**src/lams_pkg.sv**
```systemverilog
// shared types and constants for the labeled adjacency matrix store
`timescale 1ns / 1ps

package lams_pkg;

   // number of vertex slots and the width of a slot index
   localparam int VERTICES = 8;
   localparam int SLOT_W   = (VERTICES > 1) ? $clog2(VERTICES) : 1;
   localparam int LABEL_W  = 16;
   localparam int CMD_W    = 3;

   // command codes
   localparam logic [CMD_W-1:0] CMD_SEARCH  = 3'd0;
   localparam logic [CMD_W-1:0] CMD_ADD_V   = 3'd1;
   localparam logic [CMD_W-1:0] CMD_DEL_V   = 3'd2;
   localparam logic [CMD_W-1:0] CMD_ADD_ARC = 3'd3;
   localparam logic [CMD_W-1:0] CMD_DEL_ARC = 3'd4;

   // status codes
   localparam logic STATUS_DONE     = 1'b0;
   localparam logic STATUS_REJECTED = 1'b1;

   typedef logic [LABEL_W-1:0]  label_type;
   typedef logic [SLOT_W-1:0]   slot_type;
   typedef logic [VERTICES-1:0] row_type;

   typedef struct packed {
      logic [CMD_W-1:0] cmd;
      label_type        label_a;
      label_type        label_b;
   } req_type;

   typedef struct packed {
      logic status;
      logic found;
   } rsp_type;

endpackage

```
**src/labeled_adjacency_matrix_store.sv**
```systemverilog
// labeled directed graph store with an adjacency bit matrix and a serial label scan
`timescale 1ns / 1ps
// a vertex command scans each slot for label_a in ST_SCAN_A, then updates in ST_APPLY; an arc
// command also scans label_b in ST_SCAN_B; one shared label comparator visits one slot a cycle
// busy stays high through the scan and the update, so no new command is taken until the last one
// is applied; the receiver cannot stall, each registered result shows for one cycle
// reset: synchronous, clears every slot label to free and every arc bit, no clearing pass
module labeled_adjacency_matrix_store
   import lams_pkg::*;
(
   input  logic    clock,
   input  logic    reset,
   input  logic    start,
   output logic    busy,
   input  req_type req_data,
   output logic    rsp_strobe,
   output rsp_type rsp_data
);

   typedef enum logic [3:0] {
      ST_IDLE   = 4'b0001,
      ST_SCAN_A = 4'b0010,
      ST_SCAN_B = 4'b0100,
      ST_APPLY  = 4'b1000
   } state_type;

   state_type state_ff, state_in;
   slot_type  idx_ff, idx_in;
   req_type   cmd_ff, cmd_in;
   logic      hit_a_ff, hit_a_in;
   logic      hit_b_ff, hit_b_in;
   slot_type  slot_a_ff, slot_a_in;
   slot_type  slot_b_ff, slot_b_in;
   logic      free_ok_ff, free_ok_in;
   slot_type  free_slot_ff, free_slot_in;
   label_type labels_ff [VERTICES];
   label_type labels_in [VERTICES];
   row_type   rows_ff [VERTICES];
   row_type   rows_in [VERTICES];
   rsp_type   rsp_ff, rsp_in;
   logic      rsp_valid_ff, rsp_valid_in;

   label_type key;
   label_type cur_label;
   logic      match;
   logic      slot_free;
   logic      last_slot;

   // shared comparator: current slot against the label being looked up
   assign key       = (state_ff == ST_SCAN_B) ? cmd_ff.label_b : cmd_ff.label_a;
   assign cur_label = labels_ff[idx_ff];
   assign match     = (cur_label == key) && (key != '0);
   assign slot_free = (cur_label == '0);
   assign last_slot = (idx_ff == SLOT_W'(VERTICES - 1));

   assign busy       = (state_ff != ST_IDLE);
   assign rsp_strobe = rsp_valid_ff;
   assign rsp_data   = rsp_ff;

   // sequencer, scan bookkeeping and store updates
   always_comb begin
      state_in     = state_ff;
      idx_in       = idx_ff;
      cmd_in       = cmd_ff;
      hit_a_in     = hit_a_ff;
      hit_b_in     = hit_b_ff;
      slot_a_in    = slot_a_ff;
      slot_b_in    = slot_b_ff;
      free_ok_in   = free_ok_ff;
      free_slot_in = free_slot_ff;
      labels_in    = labels_ff;
      rows_in      = rows_ff;
      rsp_in       = rsp_ff;
      rsp_valid_in = 1'b0;

      unique case (state_ff)
         ST_IDLE: begin
            if (start) begin
               cmd_in     = req_data;
               idx_in     = '0;
               hit_a_in   = 1'b0;
               hit_b_in   = 1'b0;
               free_ok_in = 1'b0;
               state_in   = ST_SCAN_A;
            end
         end
         ST_SCAN_A: begin
            if (match) begin
               hit_a_in  = 1'b1;
               slot_a_in = idx_ff;
            end
            if (slot_free && !free_ok_ff) begin
               free_ok_in   = 1'b1;
               free_slot_in = idx_ff;
            end
            idx_in = idx_ff + 1'b1;
            if (last_slot) begin
               idx_in = '0;
               if (cmd_ff.cmd == CMD_ADD_ARC || cmd_ff.cmd == CMD_DEL_ARC) begin
                  state_in = ST_SCAN_B;
               end else begin
                  state_in = ST_APPLY;
               end
            end
         end
         ST_SCAN_B: begin
            if (match) begin
               hit_b_in  = 1'b1;
               slot_b_in = idx_ff;
            end
            idx_in = idx_ff + 1'b1;
            if (last_slot) begin
               idx_in   = '0;
               state_in = ST_APPLY;
            end
         end
         ST_APPLY: begin
            rsp_valid_in = 1'b1;
            rsp_in.found = 1'b0;
            state_in     = ST_IDLE;
            unique case (cmd_ff.cmd)
               CMD_SEARCH: begin
                  rsp_in.status = STATUS_DONE;
                  rsp_in.found  = hit_a_ff;
               end
               CMD_ADD_V: begin
                  if (hit_a_ff || !free_ok_ff || cmd_ff.label_a == '0) begin
                     rsp_in.status = STATUS_REJECTED;
                  end else begin
                     rsp_in.status           = STATUS_DONE;
                     labels_in[free_slot_ff] = cmd_ff.label_a;
                  end
               end
               CMD_DEL_V: begin
                  if (!hit_a_ff) begin
                     rsp_in.status = STATUS_REJECTED;
                  end else begin
                     rsp_in.status        = STATUS_DONE;
                     labels_in[slot_a_ff] = '0;
                     rows_in[slot_a_ff]   = '0;
                     // drop the column in every row
                     for (int k = 0; k < VERTICES; k++) begin
                        rows_in[k][slot_a_ff] = 1'b0;
                     end
                  end
               end
               CMD_ADD_ARC, CMD_DEL_ARC: begin
                  // equal labels land in the same slot, so this also rejects self loops
                  if (!hit_a_ff || !hit_b_ff || slot_a_ff == slot_b_ff) begin
                     rsp_in.status = STATUS_REJECTED;
                  end else begin
                     rsp_in.status = STATUS_DONE;
                     rows_in[slot_a_ff][slot_b_ff] = (cmd_ff.cmd == CMD_ADD_ARC);
                  end
               end
               default: begin
                  rsp_in.status = STATUS_REJECTED;
               end
            endcase
         end
         default: begin
            state_in = ST_IDLE;
         end
      endcase
   end

   // control registers
   always_ff @(posedge clock) begin
      if (reset) begin
         state_ff     <= ST_IDLE;
         rsp_valid_ff <= 1'b0;
         idx_ff       <= '0;
      end else begin
         state_ff     <= state_in;
         rsp_valid_ff <= rsp_valid_in;
         idx_ff       <= idx_in;
      end
   end

   // graph store, cleared by reset
   always_ff @(posedge clock) begin
      if (reset) begin
         for (int i = 0; i < VERTICES; i++) begin
            labels_ff[i] <= '0;
            rows_ff[i]   <= '0;
         end
      end else begin
         labels_ff <= labels_in;
         rows_ff   <= rows_in;
      end
   end

   // payload registers
   always_ff @(posedge clock) begin
      cmd_ff       <= cmd_in;
      hit_a_ff     <= hit_a_in;
      hit_b_ff     <= hit_b_in;
      slot_a_ff    <= slot_a_in;
      slot_b_ff    <= slot_b_in;
      free_ok_ff   <= free_ok_in;
      free_slot_ff <= free_slot_in;
      rsp_ff       <= rsp_in;
   end

   // a result strobe follows only the update cycle
   a_strobe_after_apply: assert property (@(posedge clock) disable iff (reset)
      rsp_valid_ff |-> $past(state_ff == ST_APPLY))
      else $error("result strobe without a preceding update cycle");

   // an accepted command starts the first scan
   a_accept_starts_scan: assert property (@(posedge clock) disable iff (reset)
      (start && !busy) |=> (state_ff == ST_SCAN_A))
      else $error("accepted command did not start the scan");

   // a found search is never rejected
   a_found_is_done: assert property (@(posedge clock) disable iff (reset)
      (rsp_valid_ff && rsp_ff.found) |-> (rsp_ff.status == STATUS_DONE))
      else $error("found result carries rejected status");

   // only arc commands scan for the destination label
   a_scan_b_only_arcs: assert property (@(posedge clock) disable iff (reset)
      (state_ff == ST_SCAN_B) |->
         (cmd_ff.cmd == CMD_ADD_ARC || cmd_ff.cmd == CMD_DEL_ARC))
      else $error("destination scan for a vertex command");

endmodule
```
**config.mk**
```make
export PLATFORM = sky130hd
export DESIGN_NAME = labeled_adjacency_matrix_store
export DESIGN_NICKNAME = d
export VERILOG_FILES = /design/src/lams_pkg.sv /design/src/labeled_adjacency_matrix_store.sv
export SDC_FILE = /design/constraint.sdc
export NUM_CORES = 1
export LEC_CHECK = 0
export BUFFER_PORTS_ARGS = -buffer_cell sky130_fd_sc_hd__buf_2
export CORE_AREA = 2 2 125 127
export DETAILED_ROUTE_END_ITERATION = 7
export DIE_AREA = 0 0 127 129
export GPL_TIMING_DRIVEN = 0
export PLACE_DENSITY = 0.84
export SLEW_MARGIN = 0
export SYNTH_ARGS = -nofsm -noshare
export SYNTH_HDL_FRONTEND = slang
export SYNTH_SLANG_ARGS = --single-unit
```
**constraint.sdc**
```tcl
create_clock -name clock -period 3.45 [get_ports clock]
set_input_delay 0.345 -clock clock [delete_from_list [all_inputs] [get_ports clock]]
set_output_delay 0.345 -clock clock [all_outputs]
set_load 0.005 [all_outputs]
```
Yosys cells after proc, flatten, opt, wreduce, memory -nomap -nowiden:

Cells that the tools add are included.

* $add $sub $neg: 1
* muxes and demuxes: 31
* bitwise operators: 5
* reduce and logical (&&, ||, !) cells: 32
* order comparisons: 5
* eq/ne operators: 20

Operators by type and width (number)
* $mux 128: 2
* $pmux 128 s2: 1
* $and 128x128->128: 1
* $bwmux 128: 1
* $not 128->128: 1
* $demux 16 s3: 2
* $mux 16: 5
* $bmux 16 s3: 1
* $logic_not 16->1: 2
* $eq 16x16->1: 1
* $mux 4: 4
* $ne 2x2->1 const B: 8
* $reduce_bool 16->1: 1
* $ge 4x4->1 const B: 3
* $not 3->4: 3
* $pmux 4 s3: 1
* $reduce_and 3->1: 4
* $reduce_and 2->1: 5
* $lt 4x1->1 const B: 2
* $reduce_bool 2->1: 4
* $mux 1: 7
* $eq 3x2->1 const B: 2
* $eq 3x3->1 const B: 2
* $mux 3: 2
* 17 further kinds: 29

* input bits: 38
* register bits after elaboration: 185
* output and inout bits: 4
* logic and storage cells: 116

Depth between registers and ports, before layout:

* word-level depth: 9
* mapped depth: 10
* gate-level depth less buffers: 6

Least setup slack after synthesis:

Ideal clock, no wire load.

* path type: flip-flop to flip-flop
* start point: register idx_ff[1]
* end point: register free_ok_ff (enable)
* setup time: 0.292 ns
* period minus slack after synthesis: 3.036 ns
* stages on the path, launching flop included: 10
* path buffers: 4
* data required time: 3.158 ns
* arrival time: 2.744 ns
* slack: 0.414 ns
* path through: dfxtp_1 > clkbuf_1 > buf_2 > buf_2 > clkbuf_1 > a21oi_1 > a2111oi_0 > mux2i_1 > nor4_1 > or2_2

* cells in the longest elaborated chain, start to end: 8

Ends and longest elaborated chain
* start, declared: line labeled_adjacency_matrix_store.sv:28 `slot_type idx_ff, idx_in;`
* start signal, assigned: line labeled_adjacency_matrix_store.sv:176 `idx_ff <= idx_in;`
* $not 3->4 (implied by the code): line labeled_adjacency_matrix_store.sv:51 `assign cur_label = labels_ff[idx_ff];`
* $bmux 16 s3: line labeled_adjacency_matrix_store.sv:51
* $mux 16 (implied by the code) (2 in a row): line labeled_adjacency_matrix_store.sv:51
* $logic_not 16->1: line labeled_adjacency_matrix_store.sv:53 `assign slot_free = (cur_label == '0);`
* $logic_and 1x1->1: line labeled_adjacency_matrix_store.sv:92 `if (slot_free && !free_ok_ff) begin`
* $ne 2x2->1 (no line)
* $reduce_and 3->1 (no line)
* end signal, assigned: line labeled_adjacency_matrix_store.sv:200 `free_ok_ff <= free_ok_in;`
* end, declared: line labeled_adjacency_matrix_store.sv:34 `logic free_ok_ff, free_ok_in;`

Every way passes these cells. The select of a mux whose other input is x is not followed.
A chain may end at the register's enable or synchronous reset.

Worst setup path after layout:

* start point: register idx_ff[0]
* end point: register slot_b_ff[1] (enable)

* cells in the longest elaborated chain, start to end: 7

Ends and longest elaborated chain
* $not 3->4 (implied by the code): line labeled_adjacency_matrix_store.sv:51
* $bmux 16 s3: line labeled_adjacency_matrix_store.sv:51
* $mux 16 (implied by the code) (2 in a row): line labeled_adjacency_matrix_store.sv:51
* $eq 16x16->1: line labeled_adjacency_matrix_store.sv:52 `assign match = (cur_label == key) && (key != '0);`
* $logic_and 1x1->1: line labeled_adjacency_matrix_store.sv:52
* $reduce_and 2->1 (no line)
* end signal, assigned: line labeled_adjacency_matrix_store.sv:199 `slot_b_ff <= slot_b_in;`
* end, declared: line labeled_adjacency_matrix_store.sv:33 `slot_type slot_b_ff, slot_b_in;`

Every way passes these cells. The select of a mux whose other input is x is not followed.

==> flow_metrics.py <==
metrics = {
    "grt": {
        "grt_pass1_wl_mm": 36.6,
        "grt_pass1_vias": 6524,
        "grt_max_degree": 37,
        "grt.total_usage": 0.299,
        "overflow": 0,
        "antenna_found_initial": 0,
    },
    "drt": {
        "ant_nets": 0,
        "avgViaCountPerCell": 6.68,
        "wl_mm": 23.9,
        "drt_iter0_markers": 1126,
        "drcViolationCount": 0,
        "drtPass1Iterations": 6,
        "num_vias": 6926,
        "wire_per_inst_um": 23.1,
    },
    "place": {
        "dp_hpwl_mm": 16.4,
        "place_area_sq_um": 8590,
        "pre_cts_ws_ns": -0.933,
        "place_congestion": 1.02,
        "port_buffers": 40,
    },
    "cells_and_area": {
        "syn_to_final_growth_pct": 15.1,
        "nets": 876,
        "layout-drive-gt1-share": 0.170,
        "fillers": 1156,
        "diodes": 0,
        "stdcell_area_sq_um": 9380,
    },
    "synth": {
        "yosysTopAreaCell": "dfxtp_1",
        "ys_ff_latch": 185,
        "synth_top_area_frac": 0.334,
        "synth.top_cells.by_count": "nor2_1 (148), a22oi_1 (144), dfxtp_1 (136)",
        "syn_area_sq_um": 8150,
        "synth_edf_count": 49,
        "ys_async_sr_fraction": 0,
        "syn_nets": 813,
        "yosysUniqueCellTypes": 53,
        "synth-main-ff-cell": "dfxtp_1",
        "synthTopCellsByArea": "dfxtp_1 (33%), edfxtp_1 (18%), a22oi_1 (13%)",
        "avgSynthCellArea_sq_um": 10.5,
        "synthCells": 773,
        "synthMostInstantiatedCell": "nor2_1",
        "yosysSeqAreaShare": 0.514,
        "yosysWarnings": 0,
    },
    "critical_path": {
        "cp.required_ns": 3.56,
        "critPathLaunchType": "flip-flop",
        "reg2reg_slack_ns": 0.02,
        "crit_path_top_delay_cell": "buf_1",
        "critPathMaxFanout": 10,
        "path_cells": "clkbuf_2 -> buf_1 -> mux2i_2 -> xor2_1 -> a2111oi_0 -> nand4_1 -> buf_4 -> nor3_2",
        "r2r_start": "idx_ff[0]",
        "endpoint_kind": "flip-flop",
        "max_stage_delay_ns": 0.58,
        "cp-startpoint": "idx_ff[0]",
        "reg2reg_to": "slot_b_ff[1]",
        "path_class": "flip-flop to flip-flop",
        "reg2reg_depth": 8,
        "cp.arrival_ns": 3.54,
        "worstSetupEndpoint": "slot_b_ff[1]",
    },
    "cts": {
        "clkLatencyLatePin_ns": 0.44,
        "cts_buffers": 17,
        "clock-sinks": 185,
        "cts_buffer_depth": 2,
        "root_buffer": "clkbuf_16",
        "cts_tree": "done",
        "clk_pin_slew_ns": 0.07,
        "htreeDepth": 4,
    },
    "power_and_ir_drop": {
        "power_mw": 4.45,
        "power.leakage_nw": 3.13,
        "power_density_nw_per_um2": 475,
        "ir_drop_v": 0.000654,
    },
    "die": {
        "die_height_um": 129,
        "core-area_sq_um": 15000,
        "dieArea_sq_um": 16400,
        "initial_utilization": 0.544,
        "rows": 45,
        "die_w_um": 127,
        "ios": 42,
    },
    "timing": {
        "worst_pin_slew_ns": 1.18,
        "layout_min_cycle_time_ns": 3.43,
        "hold_viol_final": 0,
        "setup_viol": 0,
        "max_slew_margin": 0.201,
        "slew_viol_final": 0,
        "fmax_mhz": 291,
        "whs_ns": 0.0737,
        "layout_setup_ws_ns": 0.0156,
        "period_share": 0.995,
        "skew_ns": 0.00984,
    },
    "run_status": {
        "status": "finished, final reports clean",
    },
    "flow_run": {
        "cap_viol_max_count": 0,
    },
    "min_path": {
        "hp-class": "primary input to flip-flop",
    },
}
cell families (layout without fill, tap and decap cells):
logic type	count (synthesis)	after routing	synth area share
xor gates and xnor gates	11	11	0.0118
AOI/OAI and AO/OA	197	197	0.184
and+or+nand+nor	236	236	0.141
muxes	72	72	0.110
adders and majority gates	2	2	0.00307
DFF	185	185	0.514
buffers and inverters	70	146	0.0351
power by group:
part	internal [mW]	switching, mW
sequential	2.27	0.0228
clock	1.01	0.886
combinational	0.0798	0.178
worst max-delay path, delay by kind of cell, from the launching register on:
kind,cells,cell delay [ns]
simple gates,2,0.43
xor+xnor,1,0.15
compound gates,1,0.31
buf+inv,3,1.19
mux,1,0.46
flops,1,0.57
repair_timing:
action / 4_1_cts / 5_1_grt
gates resized for setup: 16 / 20
setup endpoints to repair: 80 / 137
setup buffers: 3 / 0
hold buffers: 0 / 0
pin swaps: 3 / 0
placed cells by master, fill, tap and decap left out, drive strengths merged, types with 8 or more instances in the layout:
cell type	synthesis	routed
a21oi	21	21
a22oi	144	144
mux2i	57	57
buf	23	66
inv	5	10
dfxtp	136	136
nor2	148	148
nand2	8	8
mux4	14	14
nor3	10	10
nor2b	10	10
clkbuf	42	61
edfxtp	49	49
nor4	15	15
flip-flops by register name, summed over array words and instances (netlist names):
| name | flops |
|---|---|
| hit_b_ff | 1 |
| free_ok_ff | 1 |
| labels_ff | 128 |
| cmd_ff | 35 |
| slot_b_ff | 3 |
| state_ff | 4 |
| rsp_data | 2 |
| free_slot_ff | 3 |
| rsp_strobe | 1 |
| idx_ff | 3 |
| slot_a_ff | 3 |
| hit_a_ff | 1 |
per-stage QoR:
| step | cells | util | TNS, ns |
|---|---|---|---|
| after floorplan | 773 | - | 0 |
| after global placement | 1001 | 0.573 | -7.68 |
| after detailed placement | 1001 | 0.573 | -8.56 |
| after CTS | 1036 | 0.617 | -3.49 |
| after global routing | 1037 | 0.626 | -0.0176 |
| final | 1037 | 0.626 | 0 |
how the worst min path moves through the flow:
stage	from	end	slack, ns	depth (start not counted)
after floorplan	labels_ff[46]	labels_ff[46]	0.43	2
after global placement	labels_ff[46]	labels_ff[46]	0.44	2
after detailed placement	labels_ff[46]	labels_ff[46]	0.45	2
after CTS	req_data[6]	cmd_ff[6]	0.07	1
after global routing	req_data[15]	cmd_ff[15]	0.06	1
final	req_data[6]	cmd_ff[6]	0.07	1
cell type report:
type	instances	area [sq um]	area share
repair buffers	44	263	0.0280
plain buffers	65	300	0.0320
clock buffers	18	429	0.0457
inverters	5	18.8	0.00200
clock inverters	14	139	0.0148
multi-input cells	518	3800	0.405
flip-flops and latches	185	4190	0.447
well taps	188	235	0.0251
routing by layer:
layer	vias up	track usage	wire (um)
met5	-	0	0
met3	72	0.0819	2740
met4	0	0.151	923
li1	3025	-	-
met2	476	0.469	11200
met1	3353	0.383	9080
(Power assumes the default switching activity.)
